File: config.mk
export PLATFORM = sky130hd
export DESIGN_NAME = button_press_duration_classifier_top
export DESIGN_NICKNAME = d
export VERILOG_FILES = /design/src/sv/bpdc_pkg.sv /design/src/sv/bpdc_csr.sv /design/src/sv/bpdc_countdown.sv /design/src/sv/bpdc_core.sv /design/src/sv/button_press_duration_classifier_top.sv
export SDC_FILE = /design/constraint.sdc
export NUM_CORES = 1
export LEC_CHECK = 0
export BUFFER_PORTS_ARGS = -buffer_cell sky130_fd_sc_hd__buf_2
export CORE_MARGIN = 1
export CORE_UTILIZATION = 56
export CTS_CLUSTER_SIZE = 20
export DETAILED_ROUTE_END_ITERATION = 6
export PLACE_DENSITY = 0.8
export SETUP_SLACK_MARGIN = 0.5
export SLEW_MARGIN = 40
export SYNTH_ARGS = -nofsm -noshare
export SYNTH_HDL_FRONTEND = slang
export SYNTH_SLANG_ARGS = --single-unit
File: constraint.sdc
create_clock -name clock -period 13.2 [get_ports clock]
set_clock_uncertainty 0.1 [all_clocks]
set_input_delay 0.66 -clock clock [delete_from_list [all_inputs] [get_ports clock]]
set_output_delay 0.66 -clock clock [all_outputs]
set_load 0.03 [all_outputs]
File: src/sv/bpdc_pkg.sv
// shared types, widths and constants for the button press duration classifier
`timescale 1ns / 1ps

package bpdc_pkg;

   // hold timer width
   localparam int TIME_WIDTH = 16;

   localparam int DEBOUNCE_WIDTH = 10;
   localparam int MS_WIDTH       = 16;
   localparam int SEC_WIDTH      = 7;
   localparam int CSR_IDX_WIDTH  = 3;
   localparam int CSR_DATA_WIDTH = 16;

   // common width for comparing the hold timer with the millisecond registers
   localparam int CMP_WIDTH = (TIME_WIDTH > MS_WIDTH) ? TIME_WIDTH : MS_WIDTH;

   localparam logic [DEBOUNCE_WIDTH-1:0] DEBOUNCE_RESET  = DEBOUNCE_WIDTH'(50);
   localparam logic [MS_WIDTH-1:0]       NAV_MAX_RESET   = MS_WIDTH'(900);
   localparam logic [MS_WIDTH-1:0]       CD_START_RESET  = MS_WIDTH'(900);
   localparam logic [MS_WIDTH-1:0]       POWEROFF_RESET  = MS_WIDTH'(5000);

   localparam logic [DEBOUNCE_WIDTH-1:0] SAMPLE_MAX = '1;
   localparam logic [TIME_WIDTH-1:0]     TIME_MAX   = '1;

   // divide by 1000 as multiply by reciprocal, exact for numerators below 2^18
   localparam int NUM_WIDTH   = MS_WIDTH + 1;
   localparam int RECIP_SHIFT = 26;
   localparam int RECIP_WIDTH = 17;
   localparam logic [RECIP_WIDTH-1:0] RECIP_1000 = RECIP_WIDTH'(67109);
   localparam int PROD_WIDTH  = NUM_WIDTH + RECIP_WIDTH;
   localparam logic [NUM_WIDTH-1:0] ROUND_UP = NUM_WIDTH'(999);

   typedef enum logic [CSR_IDX_WIDTH-1:0] {
      CSR_DEBOUNCE = 3'd0,
      CSR_NAV_MAX  = 3'd1,
      CSR_CD_START = 3'd2,
      CSR_POWEROFF = 3'd3
   } csr_idx_type;

   typedef struct packed {
      logic [DEBOUNCE_WIDTH-1:0] debounce_ms;
      logic [MS_WIDTH-1:0]       nav_max_ms;
      logic [MS_WIDTH-1:0]       countdown_start_ms;
      logic [MS_WIDTH-1:0]       poweroff_ms;
   } cfg_type;

   typedef struct packed {
      logic pin_pressed;
      logic overlay_active;
   } req_type;

   typedef struct packed {
      logic                 nav_event;
      logic                 hide_overlay;
      logic                 countdown_show;
      logic [SEC_WIDTH-1:0] countdown_seconds;
      logic                 poweroff_event;
   } rsp_type;

endpackage

File: src/sv/bpdc_csr.sv
// configuration register file
`timescale 1ns / 1ps

module bpdc_csr (
   input  logic                               clock,
   input  logic                               reset,
   input  logic                               csr_valid,
   output logic                               csr_ready,
   input  logic [bpdc_pkg::CSR_IDX_WIDTH-1:0]  csr_index,
   input  logic [bpdc_pkg::CSR_DATA_WIDTH-1:0] csr_data,
   output bpdc_pkg::cfg_type                  cfg
);
   import bpdc_pkg::*;

   cfg_type cfg_ff;
   cfg_type cfg_in;

   assign csr_ready = 1'b1;
   assign cfg       = cfg_ff;

   always_comb begin
      cfg_in = cfg_ff;
      if (csr_valid) begin
         unique case (csr_idx_type'(csr_index))
            CSR_DEBOUNCE: cfg_in.debounce_ms        = csr_data[DEBOUNCE_WIDTH-1:0];
            CSR_NAV_MAX:  cfg_in.nav_max_ms         = csr_data[MS_WIDTH-1:0];
            CSR_CD_START: cfg_in.countdown_start_ms = csr_data[MS_WIDTH-1:0];
            CSR_POWEROFF: cfg_in.poweroff_ms        = csr_data[MS_WIDTH-1:0];
            default:      cfg_in = cfg_ff;
         endcase
      end
   end

   always_ff @(posedge clock) begin
      if (reset) begin
         cfg_ff.debounce_ms        <= DEBOUNCE_RESET;
         cfg_ff.nav_max_ms         <= NAV_MAX_RESET;
         cfg_ff.countdown_start_ms <= CD_START_RESET;
         cfg_ff.poweroff_ms        <= POWEROFF_RESET;
      end else begin
         cfg_ff <= cfg_in;
      end
   end

endmodule

File: src/sv/bpdc_countdown.sv
// whole-second countdown value from hold time and power-off time
`timescale 1ns / 1ps

module bpdc_countdown (
   input  logic [bpdc_pkg::TIME_WIDTH-1:0] held,
   input  logic [bpdc_pkg::MS_WIDTH-1:0]   poweroff_ms,
   output logic                            reached,
   output logic [bpdc_pkg::SEC_WIDTH-1:0]  seconds
);
   import bpdc_pkg::*;

   logic [CMP_WIDTH-1:0]  held_ext;
   logic [CMP_WIDTH-1:0]  po_ext;
   logic [MS_WIDTH-1:0]   remain;
   logic [NUM_WIDTH-1:0]  num;
   logic [PROD_WIDTH-1:0] prod_secs;
   logic [PROD_WIDTH-1:0] prod_top;
   logic [SEC_WIDTH-1:0]  secs_ceil;
   logic [SEC_WIDTH-1:0]  secs_min;
   logic [SEC_WIDTH-1:0]  top;

   assign held_ext = CMP_WIDTH'(held);
   assign po_ext   = CMP_WIDTH'(poweroff_ms);
   assign reached  = held_ext >= po_ext;

   // below the power-off time the hold fits the millisecond width
   assign remain = poweroff_ms - held_ext[MS_WIDTH-1:0];
   assign num    = NUM_WIDTH'(remain) + ROUND_UP;

   assign prod_secs = PROD_WIDTH'(num) * PROD_WIDTH'(RECIP_1000);
   assign prod_top  = PROD_WIDTH'(poweroff_ms) * PROD_WIDTH'(RECIP_1000);
   assign secs_ceil = prod_secs[RECIP_SHIFT +: SEC_WIDTH];
   assign top       = prod_top[RECIP_SHIFT +: SEC_WIDTH];

   always_comb begin
      if (reached || secs_ceil == '0) begin
         secs_min = SEC_WIDTH'(1);
      end else begin
         secs_min = secs_ceil;
      end
      if (secs_min > top) begin
         seconds = top;
      end else begin
         seconds = secs_min;
      end
   end

endmodule

File: src/sv/bpdc_core.sv
// press state, sample timer and hold timer with the per-tick decision logic
`timescale 1ns / 1ps

module bpdc_core (
   input  logic                clock,
   input  logic                reset,
   input  logic                fire,
   input  bpdc_pkg::req_type   req,
   input  bpdc_pkg::cfg_type   cfg,
   output bpdc_pkg::rsp_type   rsp
);
   import bpdc_pkg::*;

   logic [DEBOUNCE_WIDTH-1:0] since_sample_ff, since_sample_in;
   logic                      button_down_ff,  button_down_in;
   logic [TIME_WIDTH-1:0]     held_time_ff,    held_time_in;
   logic                      poweroff_sent_ff, poweroff_sent_in;
   logic [SEC_WIDTH-1:0]      last_seconds_ff, last_seconds_in;

   logic [TIME_WIDTH-1:0]     held_inc;
   logic [DEBOUNCE_WIDTH-1:0] count;
   logic                      press_new;
   logic [TIME_WIDTH-1:0]     held_eff;
   logic                      sent_eff;
   logic [SEC_WIDTH-1:0]      last_eff;
   logic                      reached;
   logic [SEC_WIDTH-1:0]      seconds;

   bpdc_countdown u_countdown (
      .held        (held_eff),
      .poweroff_ms (cfg.poweroff_ms),
      .reached     (reached),
      .seconds     (seconds)
   );

   always_comb begin
      held_inc = held_time_ff;
      if (button_down_ff && held_time_ff != TIME_MAX) begin
         held_inc = held_time_ff + TIME_WIDTH'(1);
      end
      count = (since_sample_ff == SAMPLE_MAX) ? SAMPLE_MAX
                                              : since_sample_ff + DEBOUNCE_WIDTH'(1);
      press_new = req.pin_pressed && !button_down_ff;
      held_eff  = press_new ? '0   : held_inc;
      sent_eff  = press_new ? 1'b0 : poweroff_sent_ff;
      last_eff  = press_new ? '0   : last_seconds_ff;
   end

   always_comb begin
      since_sample_in  = '0;
      button_down_in   = button_down_ff | press_new;
      held_time_in     = held_eff;
      poweroff_sent_in = sent_eff;
      last_seconds_in  = last_eff;
      rsp              = '0;
      if (count < cfg.debounce_ms) begin
         // no sample this tick
         since_sample_in  = count;
         button_down_in   = button_down_ff;
         held_time_in     = held_inc;
         poweroff_sent_in = poweroff_sent_ff;
         last_seconds_in  = last_seconds_ff;
      end else if (!req.pin_pressed && button_down_ff) begin
         rsp.hide_overlay = req.overlay_active;
         rsp.nav_event    = !req.overlay_active &&
                            (CMP_WIDTH'(held_inc) < CMP_WIDTH'(cfg.nav_max_ms));
         button_down_in   = 1'b0;
         held_time_in     = '0;
         last_seconds_in  = '0;
      end else if (req.pin_pressed && !sent_eff &&
                   CMP_WIDTH'(held_eff) >= CMP_WIDTH'(cfg.countdown_start_ms)) begin
         if (seconds != last_eff) begin
            rsp.countdown_show    = 1'b1;
            rsp.countdown_seconds = seconds;
            last_seconds_in       = seconds;
         end
         if (reached) begin
            rsp.poweroff_event = 1'b1;
            poweroff_sent_in   = 1'b1;
         end
      end
   end

   always_ff @(posedge clock) begin
      if (reset) begin
         since_sample_ff  <= '0;
         button_down_ff   <= 1'b0;
         held_time_ff     <= '0;
         poweroff_sent_ff <= 1'b0;
         last_seconds_ff  <= '0;
      end else if (fire) begin
         since_sample_ff  <= since_sample_in;
         button_down_ff   <= button_down_in;
         held_time_ff     <= held_time_in;
         poweroff_sent_ff <= poweroff_sent_in;
         last_seconds_ff  <= last_seconds_in;
      end
   end

endmodule

File: src/sv/button_press_duration_classifier_top.sv
// top level: request register, classifier core, result register, configuration
`timescale 1ns / 1ps

// channel   direction  handshake          payload
// req_      in         req_valid/stall    pin_pressed, overlay_active
// rsp_      out        rsp_valid/stall    nav_event, hide_overlay, countdown_show,
//                                         countdown_seconds, poweroff_event
// csr_      in         csr_valid/ready    csr_index, csr_data
//
// one request per cycle while req_stall is low; the accepting edge loads the request register,
// and the result register loads from it once the result register is free or being emptied
// reset is synchronous and clears the valid flags, core state and configuration; the button returns to released
// a stalled result holds; requests are still taken while the request stage is free
// csr writes always complete in the cycle they are presented

module button_press_duration_classifier_top (
   input  logic                               clock,
   input  logic                               reset,
   input  logic                               req_valid,
   output logic                               req_stall,
   input  logic                               req_pin_pressed,
   input  logic                               req_overlay_active,
   output logic                               rsp_valid,
   input  logic                               rsp_stall,
   output logic                               rsp_nav_event,
   output logic                               rsp_hide_overlay,
   output logic                               rsp_countdown_show,
   output logic [bpdc_pkg::SEC_WIDTH-1:0]      rsp_countdown_seconds,
   output logic                               rsp_poweroff_event,
   input  logic                               csr_valid,
   output logic                               csr_ready,
   input  logic [bpdc_pkg::CSR_IDX_WIDTH-1:0]  csr_index,
   input  logic [bpdc_pkg::CSR_DATA_WIDTH-1:0] csr_data
);
   import bpdc_pkg::*;

   cfg_type cfg;
   req_type req_ff;
   rsp_type rsp_ff;
   rsp_type rsp_calc;
   logic    req_valid_ff;
   logic    rsp_valid_ff;
   logic    advance;
   logic    fire;

   bpdc_csr u_csr (
      .clock     (clock),
      .reset     (reset),
      .csr_valid (csr_valid),
      .csr_ready (csr_ready),
      .csr_index (csr_index),
      .csr_data  (csr_data),
      .cfg       (cfg)
   );

   bpdc_core u_core (
      .clock (clock),
      .reset (reset),
      .fire  (fire),
      .req   (req_ff),
      .cfg   (cfg),
      .rsp   (rsp_calc)
   );

   // result register free or being emptied this cycle
   assign advance   = !rsp_valid_ff || !rsp_stall;
   assign fire      = req_valid_ff && advance;
   assign req_stall = req_valid_ff && !advance;

   always_ff @(posedge clock) begin
      if (reset) begin
         req_valid_ff <= 1'b0;
         rsp_valid_ff <= 1'b0;
      end else begin
         if (!req_stall) begin
            req_valid_ff <= req_valid;
         end
         if (advance) begin
            rsp_valid_ff <= req_valid_ff;
         end
      end
   end

   always_ff @(posedge clock) begin
      if (req_valid && !req_stall) begin
         req_ff.pin_pressed    <= req_pin_pressed;
         req_ff.overlay_active <= req_overlay_active;
      end
      if (fire) begin
         rsp_ff <= rsp_calc;
      end
   end

   assign rsp_valid             = rsp_valid_ff;
   assign rsp_nav_event         = rsp_ff.nav_event;
   assign rsp_hide_overlay      = rsp_ff.hide_overlay;
   assign rsp_countdown_show    = rsp_ff.countdown_show;
   assign rsp_countdown_seconds = rsp_ff.countdown_seconds;
   assign rsp_poweroff_event    = rsp_ff.poweroff_event;

endmodule

After elaboration in Yosys (flattened, before gate mapping)

Cells that the tools add are included.

Reduce and logical (&&, ||, !) cells: 29
Bitwise operators: 5
$mul: 2
$add $sub $neg: 4
Mux-type cells: 19
Eq/ne operators: 6
Order comparisons: 5

Operators by type and width:

| cell                                                | number |
|---|---|
| two-way mux 16 bit                                  | 4 |
| two-way mux 7 bit                                   | 6 |
| multiplier 16 x 17 -> 33 bit, second input constant | 1 |
| multiplier 17 x 17 -> 33 bit, second input constant | 1 |
| greater-or-equal comparator 16 bit                  | 2 |
| two-way mux 10 bit                                  | 2 |
| adder 16 x 10 -> 17 bit, second input constant      | 1 |
| adder 16 x 1 -> 16 bit, second input constant       | 1 |
| less-than comparator 16 bit                         | 1 |
| inequality test 16 bit, second input constant       | 1 |
| subtractor 16 bit                                   | 1 |
| adder 10 x 1 -> 10 bit, second input constant       | 1 |
| == test 10 bit, second input constant               | 1 |
| less-than comparator 10 bit                         | 1 |
| AND reduction 2 bit                                 | 5 |
| logical AND 1 bit                                   | 9 |
| zero test 1 bit                                     | 8 |
| two-way mux 8 bit                                   | 1 |
| greater-than comparator 7 bit                       | 1 |
| zero test 7 bit                                     | 1 |
| inequality test 7 bit                               | 1 |
| == test 3 x 2 -> 1 bit, second input constant       | 2 |
| two-way mux 1 bit                                   | 6 |
| NOT 1 bit                                           | 4 |
| 7 further kinds                                     | 8 |

Register bits: 108
Input port bits: 26
Word-level logic and storage cells: 88
Output and inout bits: 14

Longest topological paths before layout

Gate-level depths: netlist of the first run.

Depth in word-level cells: 16
Mapped depth: 51
Gate-level depth less buffers: 50

Hierarchy

A second synthesis of the first run with hierarchy kept.

Cell total of the unflattened synthesis: 1,604
Area, all modules: 14,219.9 µm²

Modules (own cells, without submodules):

| module                               | seq. area each (µm²) | area an instance (µm²) | instances | cells an instance |
|---|---|---|---|---|
| bpdc_countdown                       | 0.0                  | 8,066.5                | 1         | 897 |
| bpdc_core                            | 700.7                | 3,320.7                | 1         | 460 |
| bpdc_csr                             | 1,161.1              | 2,356.0                | 1         | 224 |
| button_press_duration_classifier_top | 430.4                | 476.7                  | 1         | 23 |

Worst setup path before layout of the first run

Ideal clock, no wire load.

Path kind: reg2reg
Start point: reg u_core.held_time_ff[0]
End point: reg rsp_ff, in the netlist rsp_countdown_seconds[0] (data pin)
Arrival: 11.757 ns
Required time: 12.827 ns
Stages on the path, launching flop included: 50
Library setup time: 0.273 ns
Clock period less this slack: 12.130 ns
Path slack: 1.070 ns
Path buffers: 1
Path through: dfxtp_1 -> ha_1 -> nand4_1 -> nor2_1 -> a31oi_1 -> and4_1 -> and3_1 -> and3_1 -> xor2_1 -> nand2_1 -> ha_1 -> and3_1 -> buf_2 -> and2_1 -> a31oi_1 -> o21ai_0 -> xnor2_1 -> nor3_4 -> [... 14 more ...] -> nand3_1 -> o2111ai_1 -> nand2_1 -> a2111oi_0 -> o21ai_0 -> inv_1 -> ha_1 -> nand4_1 -> a21oi_1 -> a2111oi_0 -> nor2_1 -> or2_2 -> a2bb2oi_1 -> a221oi_1 -> o221a_2 -> o2111ai_1 -> o21ai_1 -> nor3b_1

Cells in the longest elaborated chain, start to end: 15
Elaborated cells between the ends (all ways): 20
Classes of those cells: add/sub (3); mul (1); order compare (3); eq/ne (2); mux (4); bitwise (2); reduce/logical (5)

Ends and longest elaborated chain:

| item                                                           | RTL line                                   | text |
|---|---|---|
| from (decl)                                                    | bpdc_core.sv:16                            | `logic [TIME_WIDTH-1:0] held_time_ff, held_time_in;` |
| from (signal assigned)                                         | bpdc_core.sv:94                            | `held_time_ff <= held_time_in;` |
| branches (longest 2 deep; another with adder 16 x 1 -> 16 bit) | --                                         |  |
| two-way mux 16 bit (*)                                         | bpdc_core.sv:38                            | `if (button_down_ff && held_time_ff != TIME_MAX) begin` |
| two-way mux 16 bit (*)                                         | bpdc_core.sv:44                            | `held_eff = press_new ? '0 : held_inc;` |
| subtractor 16 bit                                              | bpdc_countdown.sv:27                       | `assign remain = poweroff_ms - held_ext[MS_WIDTH-1:0];` |
| adder 16 x 10 -> 17 bit                                        | bpdc_countdown.sv:28                       | `assign num = NUM_WIDTH'(remain) + ROUND_UP;` |
| multiplier 17 x 17 -> 33 bit                                   | bpdc_countdown.sv:30                       | `assign prod_secs = PROD_WIDTH'(num) * PROD_WIDTH'(RECIP_1000);` |
| zero test 7 bit                                                | bpdc_countdown.sv:36                       | `if (reached \|\| secs_ceil == '0) begin` |
| logical OR 1 bit                                               | bpdc_countdown.sv:36                       |  |
| two-way mux 7 bit                                              | bpdc_countdown.sv:36                       |  |
| greater-than comparator 7 bit                                  | bpdc_countdown.sv:41                       | `if (secs_min > top) begin` |
| two-way mux 7 bit                                              | bpdc_countdown.sv:41                       |  |
| inequality test 7 bit                                          | bpdc_core.sv:72                            | `if (seconds != last_eff) begin` |
| NOT 1 bit (no source line)                                     | --                                         |  |
| OR reduction 4 bit (no source line)                            | --                                         |  |
| to (signal assigned)                                           | button_press_duration_classifier_top.sv:90 | `rsp_ff <= rsp_calc;` |
| to (decl)                                                      | button_press_duration_classifier_top.sv:39 | `rsp_type rsp_ff;` |

Mark *: on every way between the ends.
A chain may end at the register's enable or synchronous reset.

Final worst setup path of the first run

Start point: reg u_core.held_time_ff[0]
End point: reg u_core.last_seconds_ff[2]

Cells in the longest elaborated chain, start to end: 16
Elaborated cells between the ends (all ways): 20
Classes of those cells: add/sub (3); mul (1); order compare (3); eq/ne (2); mux (7); reduce/logical (4)

Ends and longest elaborated chain:

| item                                                           | RTL line             | text |
|---|---|---|
| branches (longest 2 deep; another with adder 16 x 1 -> 16 bit) | --                   |  |
| two-way mux 16 bit (*)                                         | bpdc_core.sv:38      |  |
| two-way mux 16 bit (*)                                         | bpdc_core.sv:44      |  |
| subtractor 16 bit                                              | bpdc_countdown.sv:27 |  |
| adder 16 x 10 -> 17 bit                                        | bpdc_countdown.sv:28 |  |
| multiplier 17 x 17 -> 33 bit                                   | bpdc_countdown.sv:30 |  |
| zero test 7 bit                                                | bpdc_countdown.sv:36 |  |
| logical OR 1 bit                                               | bpdc_countdown.sv:36 |  |
| two-way mux 7 bit                                              | bpdc_countdown.sv:36 |  |
| greater-than comparator 7 bit                                  | bpdc_countdown.sv:41 |  |
| two-way mux 7 bit                                              | bpdc_countdown.sv:41 |  |
| inequality test 7 bit                                          | bpdc_core.sv:72      |  |
| two-way mux 7 bit                                              | bpdc_core.sv:72      |  |
| two-way mux 7 bit (*)                                          | bpdc_core.sv:70      | `end else if (req.pin_pressed && !sent_eff &&` |
| two-way mux 7 bit (*)                                          | bpdc_core.sv:63      | `end else if (!req.pin_pressed && button_down_ff) begin` |
| to (signal assigned)                                           | bpdc_core.sv:96      | `last_seconds_ff <= last_seconds_in;` |
| to (decl)                                                      | bpdc_core.sv:18      | `logic [SEC_WIDTH-1:0] last_seconds_ff, last_seconds_in;` |

Marks and branches as above.

==> results.md, run 1 <==
* Placed instance count at 2002
* Most used cell, CP: ha_1
* Mapped Area at 0.0141 sq mm
* Synth async-reset ratio at 0%
* Post-DP HPWL at 27400 um
* Outcome: completed
* Met3 GRT Util at 2.30%
* Setup TNS at 0 ps
* Initial Util at 57.6%
* Vias in the first global route at 11600
* Area of the multi-input gates at 0.0111 sq mm
* Routed len/inst at 17.1 um
* First DRT Iteration DRCs at 760
* Routed Antenna Nets at 0
* Yosys top cell area share at 29.0%
* Synthesis-to-layout area growth at 8.98%
* ANT cells at 0
* Vias per std cell at 5.85
* TritonCTS Buffers at 9
* Total power at 2.34 mW
* Worst r2r dst: u_core.last_seconds_ff[2]
* Share of layout cells above drive strength 1 at 9.12%
* RSZ-0062 raised after global routing: false
* DRC at 0
* Max_cap viols at 0
* Startpoint types: register
* Chip width at 161 um
* Pin count of the biggest net entering global routing at 91
* Cell Rows at 57
* Initial antenna violation count at 0
* Worst R2R Start: u_core.held_time_ff[0]
* GRT Total Usage at 26.8%
* Syn_area_per_cell at 8.48 sq um
* Hold Path Class: register to register
* Post-synth top area cell: ha_1
* I/O Pins at 40
* #FFs+latches synth at 108
* Crit-path max FO at 9
* Clock Tree Root: clkbuf_16
* Die H at 161 um
* Port Buffers at 38
* Flop2flop setup slack at 1070 ps
* Syn nets at 2102
* Worst slew margin at 43.8%
* Max Freq at 0.0824 GHz
* Final core utilization at 62.8%
* Setup violators final at 0
* WHS Path Cells at 2
* Sequential-to-total area share from yosys stat at 16.2%
* Synth unique cells at 81
* Worst hold start: u_csr.cfg[51]
* Met1 Usage GRT at 36.9%
* Main flop type after synthesis: dfxtp_1
* Tightest Pin Transition at 841 ps
* Slowest stage delay, CP at 530 ps
* CTS H-Tree Depth at 3
* DRT Pass-1 Iters at 6
* Met2 Use GR at 44.6%
* Reg2reg path depth at 49
* Critical path's slowest cell: fa_1
* Die Area at 0.0259 sq mm
* Leakage power total at 7.76 nW
* Synth top area cells: ha_1, dfxtp_1, fa_1
* Reg area at 0.00229 sq mm
* Worst Path Required at 13360 ps
* Critical path endpoint category: register
* Congestion Overflow GR at 0
* Clk_lat worst skew at 350 ps
* Final Critical Period at 12130 ps
* Top-count cell post-synth: ha_1
* Final cell count without fillers at 2034
* WHS Endpoint: u_csr.cfg[51]
* Critical path arrival at 12300 ps
* EDFF count, synth at 13
* Max VDD drop at 0.318 mV
* Final worst-path cycle share at 91.9%
* Clock slew at reported path FFs at 80 ps
* Final nets at 2140
* DR vias at 11900
* Final hold violations at 0
* Core ar. at 0.0245 sq mm
* Max clock buf depth at 2
* GP Congestion at 0.937
* Post-Route WL at 34800 um
* GR peak layer: met2
* Clock sink total at 108
* Most frequent cells after synthesis: ha_1, inv_1, nand2_1
* Final Max Tran Viols at 0
* Mapped Cells at 1667
* Power Density at 152 mW/mm^2
* Critical setup path kind: register to register
* Filler Cell Count at 2058
* YS warnings at 0
* First-pass GRT wire length at 56200 um
* Post-CTS Hold Fix Bufs at 0
* TritonCTS clock tree: built
-- registers in the layout, summed over array words and instances, names as in the netlist --
signal and flops:
u_core.poweroff_sent_ff 1, u_core.since_sample_ff 10, rsp_poweroff_event 1, rsp_countdown_show 1, rsp_hide_overlay 1, req_ff 2, rsp_valid 1, u_core.button_down_ff 1
rsp_nav_event 1, u_core.last_seconds_ff 7, u_csr.cfg 58, u_core.held_time_ff 16, req_valid_ff 1, rsp_countdown_seconds 7
-- area by class of cell --
cell class / instances / share of cell area (%)
Multi-Input combinational cell: 1282 / 71.9
Sequential cell: 108 / 14.9
Inverter: 235 / 5.75
Timing Repair Buffer: 69 / 2.77
Tap cell: 324 / 2.63
Clock buffer: 9 / 1.46
Clock inverter: 7 / 0.569
-- worst max-delay path by stage --
stage | startpoint | endpoint | slack (ps) | depth (start not counted)
5_1_grt | u_core.held_time_ff[0] | u_core.last_seconds_ff[1] | 410 | 53
4_1_cts | u_core.held_time_ff[0] | u_core.last_seconds_ff[2] | 520 | 52
3_5_place_dp | u_core.held_time_ff[0] | rsp_countdown_seconds[0] | 180 | 51
6_report | u_core.held_time_ff[0] | u_core.last_seconds_ff[2] | 1070 | 49
2_1_floorplan | u_core.held_time_ff[0] | rsp_countdown_seconds[0] | 1070 | 49
3_3_place_gp | u_core.held_time_ff[0] | rsp_countdown_seconds[0] | 520 | 51
-- worst max-delay path: cells and delay by family (launching register included) --
kind / cells / cell delay (ps)
simple gates: 17 / 3460
compound gates: 15 / 3830
xor+xnor: 1 / 280
fa+ha+maj: 10 / 3210
flops: 1 / 350
buf+inv: 6 / 810
-- per-stage QoR --
stage,cell area (sq um),hold WS (ps),setup slack (ps)
after floorplan,14100,334,1070
after global placement,14700,342,523
after detailed placement,14700,348,175
after CTS,15100,360,523
after global routing,15400,374,407
final,15400,358,1070
-- cell families after synthesis --
group                    Yosys count  synth area share, %
AO/OA/AOI/OAI                    320                 15.3
XOR/XNOR                          60                 3.91
adder cells (fa/ha/maj)          409                 40.5
buffers and inverters            277                 7.43
flip-flops                       108                 16.2
multiplexers                       5                0.372
other                              1               0.0265
AND/OR/NAND/NOR                  487                 16.2
-- power breakdown --
part	total, mW	switching (mW)	internal (mW)
clock network	0.282	0.145	0.138
registers	0.346	0.00789	0.338
logic	1.72	1.02	0.693
-- per-layer routing --
metal  vias up  part of all wire, %
li1       5821                    -
met1      5600                   44
met2       405                   47
met3        66                  5.5
met4         0                  3.0
met5         -                    0
-- what timing repair did --
| action | CTS | global route |
|---|---|---|
| pin swaps | 3 | 8 |
| resized for setup | 8 | 46 |
| buffers inserted | 2 | 14 |
| endpoints found under the setup margin | 14 | 14 |
-- layout by cell type (no fill, tap or decap), types with 15 or more instances in the layout --
cell type,count
a21oi_1,119
nand4_1,22
buf_2,38
dfxtp_1,94
fa_1,81
nand3_1,28
and3_1,18
inv_1,232
o21ai_0,33
a21o_1,27
xor2_1,20
and2_1,15
nor2_1,94
buf_4,30
nand2_1,218
o21a_1,17
nand3b_1,16
xnor2_1,30
ha_1,325
Note: power is estimated with default switching activity, not from simulation.
==> run 2, diff against run 1 <==
- CTS_BUF_LIST: not set -> sky130_fd_sc_hd__clkbuf_8
==> run 2 against run 1 <==
  * The flow now finishes with violations (design-rule violations)
  * Final cell count shrank 0.20%
  * First-iteration DRC count grew 0.79%
  * Count of clock-buffer cells in the layout is the same
  * Largest power group unchanged
==> results.md, run 2 (synthesis gave the netlist of run 1 again) <==
* Congestion Overflow GR at 0
* Reg power frac at 15.3%
* GRT Total Usage at 26.6%
* Pin count of the biggest net entering global routing at 91
* Share of layout cells above drive strength 1 at 8.73%
* DP Area at 0.0147 sq mm
* Startpoint types: register
* Reg area at 0.00229 sq mm
* RSZ-0062 raised after global routing: false
* Post-CTS Hold Fix Bufs at 0
* Clk_lat worst skew at 380 ps
* Setup violators final at 0
* DR vias at 11800
* Power Density at 148 mW/mm^2
* Psw at 1.16 mW
* GP Congestion at 0.937
* Worst slew margin at 44.3%
* Clock slew at reported path FFs at 130 ps
* Hold WS at 352 ps
* Synthesis-to-layout area growth at 8.05%
* Max_cap viols at 0
* Hold Path Class: input port to register
* Clock sink total at 108
* ANT cells at 0
* Critical setup path kind: register to register
* Slowest stage delay, CP at 540 ps
* Max Freq at 0.0826 GHz
* Filler Cell Count at 2076
* Design area at 0.0153 sq mm
* Worst Path Required at 13410 ps
* Buffers and inverters on the worst path at 9
* Chip width at 161 um
* Die H at 161 um
* Failing checks: design-rule violations
* Tightest Pin Transition at 834 ps
* Critical path arrival at 12320 ps
* Internal at 1.11 mW
* Final hold violations at 0
* Max VDD drop at 0.314 mV
* Die Area at 0.0259 sq mm
* Total power at 2.26 mW
* Max clock buf depth at 2
* First DRT Iteration DRCs at 766
* Area of the multi-input gates at 0.0111 sq mm
* Port Buffers at 38
* Final Critical Period at 12110 ps
* Setup TNS at 0 ps
* TritonCTS Buffers at 9
* Crit-path max FO at 9
* Leakage power total at 7.70 nW
* TritonCTS clock tree: built
* Most common cell after layout, fill and taps aside: ha_1
* Max FFs per register at 58
* Vias in the first global route at 11500
* DRT Pass-1 Iters at 7
* Clock Tree Root: clkbuf_8
* DRC at 11
* Most frequent cells in the layout: ha_1, inv_1, nand2_1, a21oi_1
* Logic gate share of total power at 75.2%
* Initial Util at 57.6%
* Net Sw Frac at 51.1%
* Vias per std cell at 5.83
* Outcome: complete, but fails checks
* Critical path endpoint category: register
* Cell Rows at 57
* Final nets at 2136
* Post-Route WL at 34600 um
* Core ar. at 0.0245 sq mm
* Final core utilization at 62.2%
* I/O Pins at 40
* Routed len/inst at 17.0 um
* Critical path's slowest cell: fa_1
* Final Max Tran Viols at 0
* CTS H-Tree Depth at 3
* CP top delay family: compound AO/OA/AOI/OAI gates
* Clock Power Share at 9.5%
* Final worst-path cycle share at 91.7%
* Routed Antenna Nets at 0
* Post-DP HPWL at 27400 um
* First-pass GRT wire length at 55900 um
* Initial antenna violation count at 0
==> run 2: power groups by stage <==
stage,clock network (mW),logic [mW],registers [mW]
2_1_floorplan,0,1.18,0.353
3_3_place_gp,0,1.53,0.353
3_5_place_dp,0,1.60,0.354
4_1_cts,0.217,1.63,0.346
5_1_grt,0.227,1.92,0.347
6_report,0.214,1.70,0.346
==> run 2: area by class of cell <==
cell class / count / share of cell area [%]
clock buffer: 9 / 0.811
clock inverter: 7 / 0.574
inverter: 235 / 5.80
multi-input combinational: 1282 / 72.5
sequential: 108 / 15.0
tap: 324 / 2.65
timing repair buffer: 65 / 2.60
==> run 2: repair_timing <==
item,4_1_cts,5_1_grt
endpoints found under the setup margin,14,14
setup buffers,1,11
resized for setup,8,44
pin swaps,3,7
==> run 2: through the flow <==
stage	worst slack (ps)	cells
after floorplan	1070	1667
after global placement	523	2002
after detailed placement	175	2002
after CTS	502	2019
after global routing	420	2030
final	1090	2030
==> run 2: path summary, 6_finish.rpt <==
path         slack [ps]                    from                   endpoint  cells past startpoint
max reg2reg        1090  u_core.held_time_ff[0]  u_core.last_seconds_ff[2]                     51
min                 350         req_pin_pressed                  req_ff[1]                      1
max                1090  u_core.held_time_ff[0]  u_core.last_seconds_ff[2]                     51
min reg2reg         360           u_csr.cfg[51]              u_csr.cfg[51]                      2
==> run 2: layer usage <==
layer | track usage (%) | vias up | share of wire [%]
met5 | 0 | - | 0
met3 | 2.66 | 59 | 5.3
met4 | 7.42 | 0 | 3.0
li1 | - | 5800 | -
met2 | 44.4 | 382 | 47
met1 | 36.5 | 5604 | 45
==> run 3, diff against run 2 <==
- CORE_UTILIZATION: 56 -> 45
- PLACE_DENSITY: 0.8 -> 0.68
==> run 3 against run 2 <==
  * The run now ends clean
  * Clock power shrank 6%
  * Utilization decreased by 12 points
  * Register-to-register slack better by 90 ps
  * Worst hold slack worse by 2.2 ps
  * Largest power group unchanged
  * Highest routed layer unchanged
  * Critical endpoint is now rsp_countdown_seconds[0]
  * Total power fell by 1.9%
  * Non-clock buffer count down 2
  * Sequential cell count stayed put
==> results.md, run 3 (synthesis gave the netlist of run 1 again) <==
* Outcome: completed
* Final Max Tran Viols at 0
* First DRT Iteration DRCs at 799
* Congestion Overflow GR at 0
* Chip width at 179 um
* Most used cell, CP: inv_1
* Final worst-path cycle share at 91.0%
* Power Density at 145 mW/mm^2
* PnR worst setup slack at 1180 ps
* Critical setup path kind: register to register
* Critical path's slowest cell: fa_1
* Most frequent cells in the layout: ha_1, inv_1, nand2_1, a21oi_1, dfxtp_1
* Final Critical Period at 12020 ps
* Initial antenna violation count at 0
* Cell Rows at 64
* Clock slew at reported path FFs at 110 ps
* DP Area at 0.0148 sq mm
* TritonCTS Buffers at 9
* Met1 Usage GRT at 29.5%
* Vias per std cell at 5.50
* CP top delay family: simple AND/OR/NAND/NOR gates
* Met3 GRT Util at 2.46%
* Critical path endpoint category: register
* Most common cell after layout, fill and taps aside: ha_1
* First-pass GRT wire length at 55100 um
* GR peak layer: met2
* Setup violators final at 0
* GP Congestion at 0.932
* Tightest Pin Transition at 838 ps
* Max_cap viols at 0
* Core ar. at 0.0307 sq mm
* Setup WS pre-CTS at 31.8 ps
* Initial Util at 46.0%
* Leakage power total at 7.68 nW
* Setup TNS at 0 ps
* Routed Antenna Nets at 0
* Crit-path max FO at 9
* DRT Pass-1 Iters at 5
* Startpoint types: register
* Share of layout cells above drive strength 1 at 8.45%
* Filler Cell Count at 2987
* Clk_lat worst skew at 400 ps
* Pin count of the biggest net entering global routing at 91
* Synthesis-to-layout area growth at 8.28%
* Max VDD drop at 0.131 mV
* Post-CTS Hold Fix Bufs at 0
* Worst slew margin at 44.0%
* Final hold violations at 0
* Critical path arrival at 12060 ps
* DRC at 0
* Port Buffers at 38
* Die Area at 0.0321 sq mm
* Clock Tree Root: clkbuf_8
* Slowest stage delay, CP at 520 ps
* I/O Pins at 40
* TritonCTS clock tree: built
* Max FFs per register at 58
* Post-Route WL at 33800 um
* Post-DP HPWL at 27500 um
* Met2 Use GR at 35.8%
* Routed len/inst at 16.1 um
* Clock sink total at 108
* CTS H-Tree Depth at 3
* Hold Path Class: input port to register
* Vias in the first global route at 11100
* RSZ-0062 raised after global routing: false
* GRT Total Usage at 21.7%
* Worst Path Required at 13240 ps
* ANT cells at 0
* Max clock buf depth at 2
* Design area at 0.0153 sq mm
* Final nets at 2134
* Max Freq at 0.0832 GHz
* DR vias at 11600
* Buffers and inverters on the worst path at 6
* Die H at 179 um
[run 3: where the power goes]
| group | switching [mW] | internal, mW |
|---|---|---|
| combinational | 0.991 | 0.683 |
| sequential | 0.00762 | 0.338 |
| clock | 0.127 | 0.0739 |
[run 3: final timing paths]
kind / start / endpoint / slack [ps] / depth (start not counted)
setup / recovery: u_core.held_time_ff[0] / rsp_countdown_seconds[0] / 1180 / 49
hold / removal: req_pin_pressed / req_ff[1] / 350 / 1
setup reg to reg: u_core.held_time_ff[0] / rsp_countdown_seconds[0] / 1180 / 49
hold reg to reg: u_csr.cfg[47] / u_csr.cfg[47] / 360 / 2
[run 3: final cells by class]
| class | instances | area (sq um) | share of cell area [%] |
|---|---|---|---|
| Clock buffer | 9 | 124 | 0.809 |
| Clock inverter | 7 | 68.8 | 0.450 |
| Inverter | 235 | 882 | 5.76 |
| Multi-Input combinational cell | 1282 | 11100 | 72.3 |
| Sequential cell | 108 | 2290 | 15.0 |
| Tap cell | 396 | 495 | 3.24 |
| Timing Repair Buffer | 63 | 382 | 2.49 |
[run 3: layer usage]
layer	vias up	routed length, um
met5	-	0
met4	0	1040
met3	52	1060
met2	213	15600
met1	5472	16200
li1	5813	-
[run 3: stage by stage]
stage / instances / power, mW / util, % / hold slack [ps]
finish: 2100 / 2.22 / 49.8 / 349
global route: 2100 / 2.48 / 49.8 / 327
CTS: 2092 / 2.17 / 48.9 / 329
detailed placement: 2075 / 1.92 / 48.1 / 348
global placement: 2075 / 1.88 / 48.0 / 343
floorplan: 1667 / 1.53 / - / 334
[run 3: worst reg2reg max path: cells and delay by family (launching register included)]
kind,cells,cell delay (ps)
AND/OR/NAND/NOR,19,3900
adder cells (fa/ha/maj),9,3520
AO/OA/AOI/OAI,12,2770
XOR/XNOR,3,660
buffers and inverters,6,450
flip-flops,1,370
[run 3: timing repair]
action,CTS,global route
pin swaps,3,10
gates resized for setup,12,38
gates cloned,0,0
setup endpoints to repair,14,14
buffers inserted,1,8
